`src/tcpbs_pkg.sv`:
```
// Package for the two-class packet batch scheduler: queue sizes, codes,
// payload structs and controller state type; tcpbs_ram does not use it.
package tcpbs_pkg;

  // Queue depths and the widths that follow from them.
  localparam int unsigned NORMAL_DEPTH = 32;
  localparam int unsigned FILE_DEPTH   = 32;
  localparam int unsigned NIDX_W = $clog2(NORMAL_DEPTH);
  localparam int unsigned FIDX_W = $clog2(FILE_DEPTH);
  localparam int unsigned NCNT_W = $clog2(NORMAL_DEPTH + 1);
  localparam int unsigned FCNT_W = $clog2(FILE_DEPTH + 1);

  localparam int unsigned LEN_W = 17;  // entry and batch lengths
  localparam int unsigned K_W   = 6;   // entries chosen in one batch

  // Batch limits.
  localparam logic [7:0]       ID_OFFSET    = 8'h20;
  localparam logic [LEN_W:0]   BIG_LIMIT    = 18'h0F000;
  localparam logic [LEN_W-1:0] FILL_LIMIT   = 17'h0C000;
  localparam logic [15:0]      STARVE_LIMIT = 16'h7FFF;
  localparam logic [LEN_W-1:0] FILE_ROOM    = 17'h04000;
  localparam logic [LEN_W-1:0] ZLIB_LIMIT   = 17'h02000;
  localparam logic [LEN_W-1:0] PLAIN_LIMIT  = 17'd55;
  localparam logic [K_W-1:0]   ENTRY_CAP    = 6'd33;

  // APB register map, one 8-bit register per word.
  localparam int unsigned PADDR_W = 5;
  typedef enum logic [2:0] {
    REG_RAW_DATA_ID     = 3'd0,
    REG_BOARD_PACKET_ID = 3'd1,
    REG_FILE_START_ID   = 3'd2,
    REG_FILE_END_ID     = 3'd3,
    REG_FILE_SIZE_ID    = 3'd4
  } reg_idx_e;

  typedef enum logic [1:0] {
    KIND_STATUS  = 2'd0,
    KIND_ENTRY   = 2'd1,
    KIND_SUMMARY = 2'd2
  } kind_e;

  typedef enum logic [2:0] {
    ST_NORMAL  = 3'd0,
    ST_FILE    = 3'd1,
    ST_HELD    = 3'd2,
    ST_INVALID = 3'd3,
    ST_FULL    = 3'd4,
    ST_SKIPPED = 3'd5
  } status_e;

  typedef enum logic [1:0] {
    CODEC_PLAIN = 2'd0,
    CODEC_ZLIB  = 2'd1,
    CODEC_BZ2   = 2'd2
  } codec_e;

  typedef enum logic [0:0] {
    MODE_ENQUEUE = 1'b0,
    MODE_SEND    = 1'b1
  } mode_e;

  typedef struct packed {
    logic        mode;
    logic [7:0]  first_byte;
    logic [15:0] packet_length;
    logic [15:0] raw_size;
    logic        chunk_end;
    logic        link_up;
  } in_item_t;

  typedef struct packed {
    logic [1:0]       kind;
    logic [2:0]       status;
    logic             from_file_queue;
    logic [LEN_W-1:0] entry_length;
    logic [LEN_W-1:0] batch_length;
    logic [1:0]       codec_choice;
    logic             last;
  } out_item_t;

  typedef enum logic [2:0] {
    S_IDLE,
    S_ENQ,
    S_T_START,
    S_T_LOOP,
    S_T_FILE,
    S_T_SUM
  } state_e;

endpackage

```
`src/tcpbs_ram.sv`:
```
// Generic single-write, single-read RAM with a registered read port.
// Standalone; no package dependency.
module tcpbs_ram #(
  parameter int unsigned WIDTH = 8,
  parameter int unsigned DEPTH = 16
) (
  input  logic                     clk_i,
  input  logic                     we_i,
  input  logic [$clog2(DEPTH)-1:0] waddr_i,
  input  logic [WIDTH-1:0]         wdata_i,
  input  logic [$clog2(DEPTH)-1:0] raddr_i,
  output logic [WIDTH-1:0]         rdata_o
);

  logic [WIDTH-1:0] mem [DEPTH];
  logic [WIDTH-1:0] rdata_q;

  always_ff @(posedge clk_i) begin
    if (we_i) begin
      mem[waddr_i] <= wdata_i;
    end
    rdata_q <= mem[raddr_i];
  end

  assign rdata_o = rdata_q;

endmodule

```
`src/two_class_packet_batch_scheduler.sv`:
```
// Top level of the two-class packet batch scheduler: queue controller,
// APB registers and two length RAMs. Depends on tcpbs_pkg and tcpbs_ram.
//
//   Channel | Direction | Handshake                   | Payload
//   --------+-----------+-----------------------------+---------------------
//   in      | input     | in_valid_i / in_stall_o     | in_data_i  (in_item_t)
//   out     | output    | out_valid_o / out_stall_i   | out_data_o (out_item_t)
//   cfg     | input     | psel, penable, pwrite, ready| paddr, pwdata, prdata
//
// S_IDLE accepts an enqueue; S_ENQ updates the queue RAM and produces its
// status. A send tick runs S_T_START, S_T_LOOP, S_T_FILE, S_T_SUM; each queue
// RAM has a single read port and delivers one head per cycle unless the output
// stalls. Reset clears the counters, pointers and flags at once; the RAM
// contents are not cleared, because only written entries are ever read. A
// stall on the output holds the controller in place while the output register
// is full; the input is stalled whenever an item is in progress.
module two_class_packet_batch_scheduler
  import tcpbs_pkg::*;
(
  input  logic               clk_i,
  input  logic               rst_ni,
  // Item input
  input  logic               in_valid_i,
  output logic               in_stall_o,
  input  in_item_t           in_data_i,
  // Result output
  output logic               out_valid_o,
  input  logic               out_stall_i,
  output out_item_t          out_data_o,
  // APB configuration port
  input  logic               psel,
  input  logic               penable,
  input  logic               pwrite,
  input  logic [PADDR_W-1:0] paddr,
  input  logic [31:0]        pwdata,
  output logic [31:0]        prdata,
  output logic               pready
);

  // ---------------------------------------------------------------------------
  // Configuration registers. Writes complete in the APB access phase; pready is
  // tied high, so no access is ever extended by wait states.
  // ---------------------------------------------------------------------------
  logic [7:0] raw_id_q, board_id_q, fstart_id_q, fend_id_q, fsize_id_q;
  logic       cfg_we;

  assign pready = 1'b1;
  assign cfg_we = psel && penable && pwrite && pready;

  always_ff @(posedge clk_i or negedge rst_ni) begin
    if (!rst_ni) begin
      raw_id_q    <= 8'd100;
      board_id_q  <= 8'd101;
      fstart_id_q <= 8'd68;
      fend_id_q   <= 8'd69;
      fsize_id_q  <= 8'd84;
    end else if (cfg_we) begin
      case (reg_idx_e'(paddr[4:2]))
        REG_RAW_DATA_ID:     raw_id_q    <= pwdata[7:0];
        REG_BOARD_PACKET_ID: board_id_q  <= pwdata[7:0];
        REG_FILE_START_ID:   fstart_id_q <= pwdata[7:0];
        REG_FILE_END_ID:     fend_id_q   <= pwdata[7:0];
        REG_FILE_SIZE_ID:    fsize_id_q  <= pwdata[7:0];
        default: ;
      endcase
    end
  end

  always_comb begin
    case (reg_idx_e'(paddr[4:2]))
      REG_RAW_DATA_ID:     prdata = {24'd0, raw_id_q};
      REG_BOARD_PACKET_ID: prdata = {24'd0, board_id_q};
      REG_FILE_START_ID:   prdata = {24'd0, fstart_id_q};
      REG_FILE_END_ID:     prdata = {24'd0, fend_id_q};
      REG_FILE_SIZE_ID:    prdata = {24'd0, fsize_id_q};
      default:             prdata = 32'd0;
    endcase
  end

  // ---------------------------------------------------------------------------
  // State registers.
  // ---------------------------------------------------------------------------
  state_e            state_q, state_d;
  in_item_t          item_q;
  logic [NIDX_W-1:0] nhead_q, nhead_d, ntail_q, ntail_d;
  logic [FIDX_W-1:0] fhead_q, fhead_d, ftail_q, ftail_d;
  logic [NCNT_W-1:0] ncount_q, ncount_d;
  logic [FCNT_W-1:0] fcount_q, fcount_d;
  logic              hdr_pend_q, hdr_pend_d;
  logic [15:0]       hdr_len_q, hdr_len_d;
  logic [15:0]       pay_size_q, pay_size_d;
  logic [15:0]       bsf_q, bsf_d;       // bytes sent since the last file entry
  logic              discard_q, discard_d;
  logic [LEN_W-1:0]  total_q, total_d;   // running batch length
  logic [K_W-1:0]    k_q, k_d;           // entries chosen so far in this batch
  logic              out_valid_q, out_valid_d;
  out_item_t         out_q, out_d;

  // RAM ports. Reads are addressed with the next head pointer, so the read
  // data holds the entry that the head pointer register points at.
  logic              n_we, f_we, n_pop, f_pop;
  logic [LEN_W-1:0]  wlen;
  logic [LEN_W-1:0]  n_rdata, f_rdata;

  tcpbs_ram #(
    .WIDTH(LEN_W),
    .DEPTH(NORMAL_DEPTH)
  ) u_normal_ram (
    .clk_i  (clk_i),
    .we_i   (n_we),
    .waddr_i(ntail_q),
    .wdata_i(wlen),
    .raddr_i(nhead_d),
    .rdata_o(n_rdata)
  );

  tcpbs_ram #(
    .WIDTH(LEN_W),
    .DEPTH(FILE_DEPTH)
  ) u_file_ram (
    .clk_i  (clk_i),
    .we_i   (f_we),
    .waddr_i(ftail_q),
    .wdata_i(wlen),
    .raddr_i(fhead_d),
    .rdata_o(f_rdata)
  );

  // ---------------------------------------------------------------------------
  // Handshakes. The output register frees its slot in the same cycle it is
  // taken, so a new result can be loaded behind a transfer.
  // ---------------------------------------------------------------------------
  logic in_accept, slot_free;

  assign in_stall_o  = (state_q != S_IDLE);
  assign in_accept   = in_valid_i && !in_stall_o;
  assign slot_free   = !out_valid_q || !out_stall_i;
  assign out_valid_o = out_valid_q;
  assign out_data_o  = out_q;

  // ---------------------------------------------------------------------------
  // Derived values used by the controller.
  // ---------------------------------------------------------------------------
  logic [7:0]       dec_id;
  logic [LEN_W-1:0] merged_len;
  logic [LEN_W:0]   n_sum, f_sum;
  logic [LEN_W:0]   bsf_sum;
  logic             n_full, f_full, n_empty, f_empty;
  logic [NIDX_W-1:0] nhead_nx, ntail_nx;
  logic [FIDX_W-1:0] fhead_nx, ftail_nx;
  codec_e           codec;

  assign dec_id     = item_q.first_byte - ID_OFFSET;
  assign merged_len = {1'b0, hdr_len_q} + {1'b0, pay_size_q};
  assign n_sum      = {1'b0, total_q} + {1'b0, n_rdata};
  assign f_sum      = {1'b0, total_q} + {1'b0, f_rdata};
  assign bsf_sum    = {2'b00, bsf_q} + {1'b0, total_q};
  assign n_full     = (ncount_q == NCNT_W'(NORMAL_DEPTH));
  assign f_full     = (fcount_q == FCNT_W'(FILE_DEPTH));
  assign n_empty    = (ncount_q == '0);
  assign f_empty    = (fcount_q == '0);

  assign nhead_nx = (nhead_q == NIDX_W'(NORMAL_DEPTH - 1)) ? '0 : nhead_q + NIDX_W'(1);
  assign ntail_nx = (ntail_q == NIDX_W'(NORMAL_DEPTH - 1)) ? '0 : ntail_q + NIDX_W'(1);
  assign fhead_nx = (fhead_q == FIDX_W'(FILE_DEPTH - 1)) ? '0 : fhead_q + FIDX_W'(1);
  assign ftail_nx = (ftail_q == FIDX_W'(FILE_DEPTH - 1)) ? '0 : ftail_q + FIDX_W'(1);

  always_comb begin
    if (total_q > ZLIB_LIMIT) begin
      codec = CODEC_BZ2;
    end else if (total_q > PLAIN_LIMIT) begin
      codec = CODEC_ZLIB;
    end else begin
      codec = CODEC_PLAIN;
    end
  end

  // ---------------------------------------------------------------------------
  // Controller: next state, queue updates and result generation.
  // ---------------------------------------------------------------------------
  always_comb begin
    logic    to_file;
    status_e st;

    to_file     = 1'b0;
    st          = ST_NORMAL;
    state_d     = state_q;
    ntail_d     = ntail_q;
    ftail_d     = ftail_q;
    ncount_d    = ncount_q;
    fcount_d    = fcount_q;
    hdr_pend_d  = hdr_pend_q;
    hdr_len_d   = hdr_len_q;
    pay_size_d  = pay_size_q;
    bsf_d       = bsf_q;
    discard_d   = discard_q;
    total_d     = total_q;
    k_d         = k_q;
    n_we        = 1'b0;
    f_we        = 1'b0;
    n_pop       = 1'b0;
    f_pop       = 1'b0;
    wlen        = {1'b0, item_q.packet_length};
    out_d       = out_q;
    out_valid_d = out_valid_q && out_stall_i;

    case (state_q)
      S_IDLE: begin
        if (in_accept) begin
          state_d = (in_data_i.mode == MODE_SEND) ? S_T_START : S_ENQ;
          total_d = '0;
          k_d     = '0;
        end
      end

      S_ENQ: begin
        if (slot_free) begin
          if (discard_q) begin
            st = ST_SKIPPED;
            if (item_q.chunk_end) begin
              discard_d = 1'b0;
            end
          end else if (item_q.first_byte < ID_OFFSET) begin
            st        = ST_INVALID;
            discard_d = !item_q.chunk_end;
          end else if (dec_id == raw_id_q) begin
            st         = ST_HELD;
            hdr_pend_d = 1'b1;
            hdr_len_d  = item_q.packet_length;
            pay_size_d = item_q.raw_size;
          end else begin
            if (hdr_pend_q) begin
              // Payload of a held header: merged length, routed by its own id.
              hdr_pend_d = 1'b0;
              to_file    = (dec_id != board_id_q);
              wlen       = merged_len;
            end else begin
              to_file = (dec_id == fstart_id_q) || (dec_id == fend_id_q) ||
                        (dec_id == fsize_id_q);
            end
            if (to_file) begin
              if (f_full) begin
                st = ST_FULL;
              end else begin
                st       = ST_FILE;
                f_we     = 1'b1;
                ftail_d  = ftail_nx;
                fcount_d = fcount_q + FCNT_W'(1);
              end
            end else begin
              if (n_full) begin
                st = ST_FULL;
              end else begin
                st       = ST_NORMAL;
                n_we     = 1'b1;
                ntail_d  = ntail_nx;
                ncount_d = ncount_q + NCNT_W'(1);
              end
            end
          end
          out_valid_d  = 1'b1;
          out_d        = '0;
          out_d.kind   = KIND_STATUS;
          out_d.status = st;
          out_d.last   = 1'b1;
          state_d      = S_IDLE;
        end
      end

      S_T_START: begin
        if (slot_free) begin
          if (!item_q.link_up) begin
            // Link down: an empty summary and no state change.
            out_valid_d = 1'b1;
            out_d       = '0;
            out_d.kind  = KIND_SUMMARY;
            out_d.last  = 1'b1;
            state_d     = S_IDLE;
          end else if (!n_empty && ({1'b0, n_rdata} > BIG_LIMIT)) begin
            // An oversized normal entry goes out alone.
            n_pop              = 1'b1;
            ncount_d           = ncount_q - NCNT_W'(1);
            total_d            = n_rdata;
            k_d                = k_q + K_W'(1);
            out_valid_d        = 1'b1;
            out_d              = '0;
            out_d.kind         = KIND_ENTRY;
            out_d.entry_length = n_rdata;
            state_d            = S_T_LOOP;
          end else if ((bsf_q > STARVE_LIMIT) && !f_empty) begin
            // The file queue has waited too long: force its head out.
            f_pop                 = 1'b1;
            fcount_d              = fcount_q - FCNT_W'(1);
            bsf_d                 = '0;
            total_d               = f_rdata;
            k_d                   = k_q + K_W'(1);
            out_valid_d           = 1'b1;
            out_d                 = '0;
            out_d.kind            = KIND_ENTRY;
            out_d.from_file_queue = 1'b1;
            out_d.entry_length    = f_rdata;
            state_d               = S_T_LOOP;
          end else begin
            state_d = S_T_LOOP;
          end
        end
      end

      S_T_LOOP: begin
        if (slot_free) begin
          if ((total_q < FILL_LIMIT) && !n_empty && (k_q < ENTRY_CAP) &&
              (n_sum <= BIG_LIMIT)) begin
            n_pop              = 1'b1;
            ncount_d           = ncount_q - NCNT_W'(1);
            total_d            = n_sum[LEN_W-1:0];
            k_d                = k_q + K_W'(1);
            out_valid_d        = 1'b1;
            out_d              = '0;
            out_d.kind         = KIND_ENTRY;
            out_d.entry_length = n_rdata;
          end else begin
            bsf_d   = (bsf_sum > {3'b000, 16'hFFFF}) ? 16'hFFFF : bsf_sum[15:0];
            state_d = S_T_FILE;
          end
        end
      end

      S_T_FILE: begin
        if (slot_free) begin
          if ((total_q < FILE_ROOM) && !f_empty && (f_sum <= BIG_LIMIT)) begin
            f_pop                 = 1'b1;
            fcount_d              = fcount_q - FCNT_W'(1);
            bsf_d                 = '0;
            total_d               = f_sum[LEN_W-1:0];
            k_d                   = k_q + K_W'(1);
            out_valid_d           = 1'b1;
            out_d                 = '0;
            out_d.kind            = KIND_ENTRY;
            out_d.from_file_queue = 1'b1;
            out_d.entry_length    = f_rdata;
          end
          state_d = S_T_SUM;
        end
      end

      S_T_SUM: begin
        if (slot_free) begin
          if (f_empty) begin
            bsf_d = '0;
          end
          out_valid_d        = 1'b1;
          out_d              = '0;
          out_d.kind         = KIND_SUMMARY;
          out_d.batch_length = total_q;
          out_d.codec_choice = codec;
          out_d.last         = 1'b1;
          state_d            = S_IDLE;
        end
      end

      default: begin
        state_d = S_IDLE;
      end
    endcase
  end

  assign nhead_d = n_pop ? nhead_nx : nhead_q;
  assign fhead_d = f_pop ? fhead_nx : fhead_q;

  always_ff @(posedge clk_i or negedge rst_ni) begin
    if (!rst_ni) begin
      state_q     <= S_IDLE;
      nhead_q     <= '0;
      ntail_q     <= '0;
      fhead_q     <= '0;
      ftail_q     <= '0;
      ncount_q    <= '0;
      fcount_q    <= '0;
      hdr_pend_q  <= 1'b0;
      hdr_len_q   <= '0;
      pay_size_q  <= '0;
      bsf_q       <= '0;
      discard_q   <= 1'b0;
      total_q     <= '0;
      k_q         <= '0;
      out_valid_q <= 1'b0;
    end else begin
      state_q     <= state_d;
      nhead_q     <= nhead_d;
      ntail_q     <= ntail_d;
      fhead_q     <= fhead_d;
      ftail_q     <= ftail_d;
      ncount_q    <= ncount_d;
      fcount_q    <= fcount_d;
      hdr_pend_q  <= hdr_pend_d;
      hdr_len_q   <= hdr_len_d;
      pay_size_q  <= pay_size_d;
      bsf_q       <= bsf_d;
      discard_q   <= discard_d;
      total_q     <= total_d;
      k_q         <= k_d;
      out_valid_q <= out_valid_d;
    end
  end

  // Payload registers carry no reset.
  always_ff @(posedge clk_i) begin
    if (in_accept) begin
      item_q <= in_data_i;
    end
    out_q <= out_d;
  end

  // ---------------------------------------------------------------------------
  // Assertions.
  // ---------------------------------------------------------------------------
  a_ncount_bound: assert property (@(posedge clk_i) disable iff (!rst_ni)
    ncount_q <= NCNT_W'(NORMAL_DEPTH))
    else $error("normal queue count above its depth");

  a_fcount_bound: assert property (@(posedge clk_i) disable iff (!rst_ni)
    fcount_q <= FCNT_W'(FILE_DEPTH))
    else $error("file queue count above its depth");

  a_write_only_enq: assert property (@(posedge clk_i) disable iff (!rst_ni)
    (n_we || f_we) |-> (state_q == S_ENQ && !(n_pop || f_pop)))
    else $error("queue RAM written outside an enqueue");

  a_pop_nonempty: assert property (@(posedge clk_i) disable iff (!rst_ni)
    (n_pop |-> !n_empty) and (f_pop |-> !f_empty))
    else $error("pop from an empty queue");

  a_batch_cap: assert property (@(posedge clk_i) disable iff (!rst_ni)
    k_q <= ENTRY_CAP + K_W'(2))
    else $error("batch holds too many entries");

endmodule

```
`config.mk`:
```
export PLATFORM = sky130hd
export DESIGN_NAME = two_class_packet_batch_scheduler
export DESIGN_NICKNAME = d
export VERILOG_FILES = /design/src/tcpbs_pkg.sv /design/src/tcpbs_ram.sv /design/src/two_class_packet_batch_scheduler.sv
export SDC_FILE = /design/constraint.sdc
export NUM_CORES = 2
export LEC_CHECK = 0
export BUFFER_PORTS_ARGS = -buffer_cell sky130_fd_sc_hd__buf_2
export CAP_MARGIN = 0
export CORE_MARGIN = 3
export CORE_UTILIZATION = 35
export CTS_CLUSTER_SIZE = 28
export DETAILED_ROUTE_END_ITERATION = 10
export PLACE_DENSITY = 0.61
export REMOVE_ABC_BUFFERS = 1
export SLEW_MARGIN = 20
export SYNTH_ARGS = -nofsm -noshare
export SYNTH_HDL_FRONTEND = slang
export SYNTH_SLANG_ARGS = --single-unit
```
`constraint.sdc`:
```
create_clock -name clk_i -period 28.5 [get_ports clk_i]
set_input_delay 2.85 -clock clk_i [delete_from_list [all_inputs] [get_ports clk_i]]
set_output_delay 2.85 -clock clk_i [all_outputs]
set_load 0.005 [all_outputs]
```
---- After elaboration in Yosys (flattened, before gate mapping) ----
Memories as Yosys holds them, arrays and structs flattened. A register that Yosys moved wholly into a read port is not among the register bits.
Index checks and enable logic that the tools add are counted.
word-level totals
  register bits after elaboration ......... 234
  RAM bits ................................ 1088
  input port bits ......................... 87
  output and inout port bits .............. 78
  logic and storage cells ................. 305
  memories kept ........................... 2
cells by class
  add/subtract/negate cells ............... 14
  magnitude comparators ................... 11
  equality and inequality tests ........... 44
  multiplexer cells ....................... 149
  bitwise gates (word level) .............. 6
  reduce and logical (&&, ||, !) cells .... 47
memories
  memory            depth  width  read ports  clocked after memory_dff  write ports  line             text
  u_file_ram.mem    32     17     1           1                         1            tcpbs_ram.sv:15  logic [WIDTH-1:0] mem [DEPTH];
  u_normal_ram.mem  32     17     1           1                         1            tcpbs_ram.sv:15
operator list
  kind                                                                                count
  43-bit 2-to-1 mux                                                                   10
  17-bit 2-to-1 mux                                                                   15
  43-bit case mux with 5 select lines                                                 1
  6-bit 2-to-1 mux                                                                    32
  16-bit 2-to-1 mux                                                                   11
  17-bit case mux with 4 select lines                                                 1
  16-bit case mux with 4 select lines                                                 1
  1-bit 2-to-1 mux                                                                    49
  2-bit inequality test, second input constant                                        21
  8-bit case mux with 5 select lines                                                  1
  17-bit by 17-bit adder with 18-bit output                                           2
  18-bit by 16-bit less-or-equal comparator with 1-bit output, second input constant  2
  3-bit 2-to-1 mux                                                                    12
  6-bit case mux with 3 select lines                                                  2
  8-bit equality test                                                                 4
  5-bit 2-to-1 mux                                                                    6
  6-bit case mux with 4 select lines                                                  1
  5-bit by 1-bit adder with 5-bit output, second input constant                       4
  5-bit equality test, second input constant                                          4
  16-bit by 17-bit adder with 18-bit output                                           1
  6-bit by 1-bit adder with 6-bit output, second input constant                       3
  18-bit by 16-bit > comparator with 1-bit output, second input constant              1
  9-bit AND reduction                                                                 2
  16-bit by 16-bit adder with 17-bit output                                           1
  40 further kinds                                                                    84

---- Logic depth before layout (Yosys ltp) ----
  depth after elaboration ................. 18
  depth in mapped cells ................... 20
  mapped depth without buffers ............ 16

---- Modules after synthesis ----
A second synthesis with hierarchy kept.
unflattened totals
  cells, all modules ...................... 3896
  area total of the unflattened synthesis .. 58349.7 um2
modules (own cells, without submodules)
  module                            times used  cells an instance  area each (um2)  seq. area each (um2)
  tcpbs_ram                         2           1212               21737.1          16676.0
  two_class_packet_batch_scheduler  1           1472               14875.5          6299.8

---- Worst setup path before layout ----
OpenSTA, ideal clock, no wires.
  path type ............................... input port to flip-flop
  start ................................... in out_stall_i
  end ..................................... reg out_q (netlist bit out_data_o[0]), enable pin
  library setup time ...................... 0.675 ns
  arrival time ............................ 10.050 ns
  required time ........................... 27.825 ns
  slack ................................... 17.776 ns
  cell stages on the path ................. 5
  buffers on the path ..................... 0
  path through ............................ nand2_1 > nand2_1 > o21ai_0 > o21ai_0 > a2111oi_0
between the ends
  longest elaborated chain between the ends .. 4
  elaborated cells on any way between the ends .. 8
  those cells by class .................... eq/ne (5); reduce/logical (3)
ends and longest elaborated chain
  element                                   line                                     text
  start: declaration                        two_class_packet_batch_scheduler.sv:28   input logic out_stall_i,
  1-bit logical NOT (*)                     two_class_packet_batch_scheduler.sv:137  assign slot_free = !out_valid_q || !out_stall_i;
  1-bit logical OR (*)                      two_class_packet_batch_scheduler.sv:137
  2-bit inequality test (no source line)    n/a
  9-bit AND reduction (no source line) (*)  n/a
  end signal: assignment                    two_class_packet_batch_scheduler.sv:411  out_q <= out_d;
  end: declaration                          two_class_packet_batch_scheduler.sv:97   out_item_t out_q, out_d;
Mark *: on every way between the ends. The rest lies on a longest branch, timed or not.
A chain may end at the register's enable or synchronous reset.

---- Final worst setup path ----
  start ................................... reg total_q[7]
  end ..................................... reg u_file_ram.rdata_q[0], in the netlist u_file_ram.rdata_o[0], read port of u_file_ram.mem
between the ends
  longest elaborated chain between the ends .. 7
  elaborated cells on any way between the ends .. 9
  those cells by class .................... add/sub (1); order compare (2); mux (4); reduce/logical (2)
ends and longest elaborated chain
  element                                                                                                              line                                                                              text
  start: declaration                                                                                                   two_class_packet_batch_scheduler.sv:94                                            logic [LEN_W-1:0] total_q, total_d;
  start signal: assignment                                                                                             two_class_packet_batch_scheduler.sv:400                                           total_q <= total_d;
  17-bit by 17-bit adder with 18-bit output / 17-bit by 15-bit < comparator with 1-bit output (equally long branches)  two_class_packet_batch_scheduler.sv:156, two_class_packet_batch_scheduler.sv:330
  18-bit by 16-bit less-or-equal comparator with 1-bit output / 1-bit logical AND (equally long branches)              two_class_packet_batch_scheduler.sv:330                                           if ((total_q < FILE_ROOM) && !f_empty && (f_sum <= BIG_LIMIT)) begin
  1-bit logical AND (*)                                                                                                two_class_packet_batch_scheduler.sv:330
  1-bit 2-to-1 mux (*)                                                                                                 two_class_packet_batch_scheduler.sv:330
  1-bit 2-to-1 mux (*)                                                                                                 two_class_packet_batch_scheduler.sv:329                                           if (slot_free) begin
  1-bit case mux with 2 select lines (*)                                                                               two_class_packet_batch_scheduler.sv:207                                           case (state_q)
  5-bit 2-to-1 mux (*)                                                                                                 two_class_packet_batch_scheduler.sv:368                                           assign fhead_d = f_pop ? fhead_nx : fhead_q;
  end: declaration                                                                                                     tcpbs_ram.sv:16                                                                   logic [WIDTH-1:0] rdata_q;
Marks and branches as above.

==> impl_metrics.json <==
{
  "p_leak_nw": 24.13,
  "fin_skew_ps": 34.96,
  "cp_max_fo": 78,
  "max_cap_violations": 0,
  "crit_path_cell_trace": "ha_1, nand4_1, nor4_1, nor4_1, o21bai_1, xor2_1, nand2_1, a211oi_1, o32a_1, mux2_8, buf_4, buf_4, mux2i_1, mux2i_1, o22ai_1, nor4_1",
  "final_common_cell": "edfxtp_1",
  "remaining_drc_errors": 0,
  "drt_iter0_drc": 2818,
  "grt_pass1_wl_um": 215500,
  "finalSetupViolations": 0,
  "finalCritPeriodShare_pct": 26.74,
  "ir_drop_mv": 0.06645,
  "synth_area_leaders": "edfxtp_1 60%, mux2i_1 12%, dfrtp_1 5.7%",
  "r2r_cells": 16,
  "dieArea_um2": 172000,
  "slowest_delay_ps": 850,
  "final_util_pct": 40.29,
  "synth_top_area_share_pct": 60.24,
  "path_delay_family": "simple AND/OR/NAND/NOR gates",
  "combinationalPowerShare_pct": 33.8,
  "ys_seq_area_share_pct": 67.82,
  "die_y_um": 414.7,
  "drt-vias-per-instance": 5.266,
  "cp.required_ps": 29070,
  "htree_num_levels": 4,
  "highest_layer": "met4",
  "synth_edf_count": 1173,
  "rsz0062_at_grt": "false",
  "wl_um": 146700,
  "antenna_found_initial": 2,
  "max_slew_margin_pct": 24.62,
  "start_util_pct": 35.32,
  "synth_area_um2": 58470,
  "worst_slew_pin_slew_ps": 1123,
  "core-area_um2": 165500,
  "die_x_um": 414.7,
  "wl_met2_um": 71370,
  "drive_gt1_share_pct": 14.95,
  "path_buf_inv": 2,
  "worstReg2RegStart": "total_q[7]",
  "p_int_mw": 4.365,
  "clock_power_share_pct": 27.6,
  "synth_ff_type": "edfxtp_1",
  "cts_buffers": 146,
  "port-buffer-count": 113,
  "fin_nets": 4213,
  "wl_met3_um": 7544,
  "row_count": 149,
  "critical_path_depth": 16,
  "powerDensity_nw_per_um2": 101.1,
  "cts_root_buffer": "clkbuf_16",
  "crit_type": "flop to flop",
  "clock.fmax_ghz": 0.1312,
  "clock_latency_ps": 770,
  "ys_async_sr_fraction_pct": 10.99,
  "cpMaxStageDelayCell": "buf_4",
  "worstHoldPathType": "flop to flop",
  "synth_top_area_cell": "edfxtp_1",
  "reg2reg_slack_ps": 20880,
  "postSynthAreaPerCell_um2": 15.25,
  "crit_top_cell": "nor4_1",
  "wl_per_cell_um": 23.15,
  "global_route.usage.total_pct": 16.63,
  "final.fill_count": 15090,
  "fin_setup_tns_ps": 0,
  "clkTransAtPathRegs_ps": 60,
  "worstSetupEndpoint": "u_file_ram.rdata_o[0]",
  "slew_violations": 0,
  "cts_hold_buf": 0,
  "antenna_left": 0,
  "synthCells": 3834,
  "place_congestion": 0.8584,
  "cts_setup_buffers": 0,
  "power.switching_mw": 2.378,
  "startpoint": "total_q[7]",
  "synth.yosys.warnings": 0,
  "clock-sinks": 1356,
  "pin_count": 165,
  "cts_buffer_depth": 3,
  "dp_hpwl_um": 89300,
  "r2r-end": "u_file_ram.rdata_o[0]",
  "layout_common_cells": "1173 x edfxtp_1, 675 x mux2i_1, 194 x nor2_1, 152 x nand2_1, 149 x clkbuf_16",
  "m1WireLength_um": 64270,
  "cts_tree": "yes",
  "yosysUniqueCellTypes": 97,
  "cp.arrival_ps": 8190,
  "status": "complete, no violations",
  "p_seq_share_pct": 38.5,
  "worstSetupEndpointType": "flop",
  "fin_crit_ps": 7622,
  "firstDrtPassIters": 6,
  "crit_path_start_kind": "flop",
  "grt_pass1_vias": 32570,
  "cts_resized": 0,
  "ys_seq_elements": 1356,
  "area_growth_pct": 14.08,
  "vias": 33380,
  "grt_max_degree": 79,
  "final-hold-violation-count": 0,
  "grt_overflow": 0,
  "sw_frac_of_total_pct": 35.27
}
[cell usage after synthesis (47+ instances only)]
| cell type | instances |
|---|---|
| dfrtp_1 | 134 |
| inv_1 | 47 |
| clkbuf_1 | 84 |
| ha_1 | 92 |
| xnor2_1 | 56 |
| nor2_1 | 196 |
| mux2i_1 | 676 |
| o21ai_0 | 99 |
| buf_2 | 65 |
| edfxtp_1 | 1173 |
| o22ai_1 | 110 |
| nand2_1 | 153 |
| mux2_2 | 86 |
| a22oi_1 | 58 |
| a21oi_1 | 109 |
[routing by layer]
metal / vias up / global-route usage, %
met4: 0 / 5.192
met3: 203 / 2.656
met2: 888 / 27.47
met1: 16990 / 22.53
met5: - / 0
li1: 15300 / -
[stage by stage]
stage,instances,setup WS [ps],area (um2),power [mW],hold WS [ps]
after global routing,6331,20470,66690,7.071,471.3
after global placement,6068,20310,61900,4.879,446.8
after floorplan,3641,17770,57390,4.254,404.1
after detailed placement,6068,20280,61910,4.908,440.7
final,6338,20880,66710,6.743,440.0
after CTS,6329,20860,66660,6.783,449.4
[flip-flops by register name, indices dropped and copies added, names as in the netlist, 8 cells and up]
register / count
u_file_ram.mem: 544
fstart_id_q: 8
raw_id_q: 8
u_normal_ram.mem: 544
u_normal_ram.rdata_o: 17
u_file_ram.rdata_o: 17
out_data_o: 43
item_q: 42
hdr_len_q: 16
total_q: 17
board_id_q: 8
fend_id_q: 8
pay_size_q: 16
fsize_id_q: 8
bsf_q: 16
[power by group through the flow]
stage | Clock (mW) | Sequential, mW | Combinational (mW)
after floorplan | 0 | 2.58 | 1.68
after global placement | 0 | 2.64 | 2.24
after detailed placement | 0 | 2.64 | 2.27
after CTS | 1.91 | 2.60 | 2.28
after global routing | 1.98 | 2.61 | 2.47
final | 1.86 | 2.60 | 2.28
[logic make-up (layout without fill, tap and decap cells)]
group | count (synthesis) | count (layout) | synth area share (%)
AO/OA/AOI/OAI | 642 | 642 | 7.464
XOR/XNOR | 94 | 94 | 1.408
adder cells (fa/ha/maj) | 98 | 98 | 2.174
buffers and inverters | 272 | 556 | 2.350
flip-flops | 1356 | 1356 | 67.82
multiplexers | 780 | 780 | 13.91
other | 2 | 33 | 0.01284
AND/OR/NAND/NOR | 590 | 590 | 4.866
[worst min-delay path by stage]
| stage | from | to | cells past startpoint |
|---|---|---|---|
| 2_1_floorplan | item_q[1] | discard_q | 1 |
| 3_3_place_gp | item_q[1] | discard_q | 1 |
| 3_5_place_dp | item_q[1] | discard_q | 1 |
| 4_1_cts | item_q[1] | discard_q | 1 |
| 5_1_grt | item_q[1] | discard_q | 1 |
| 6_report | item_q[1] | discard_q | 1 |
[final cells by class]
class                      instances  area (um2)  area share, %
antenna                            8       20.02        0.03001
clock buffer                     191        3966          5.946
inverter                          56       217.7         0.3264
clock inverter                    70       780.7          1.170
sequential                      1356       39650          59.44
timing repair buffer             239        1538          2.305
tap                             2189        2739          4.106
multi-input combinational       2229       17790          26.67
Power figures use the tool's default switching activity.
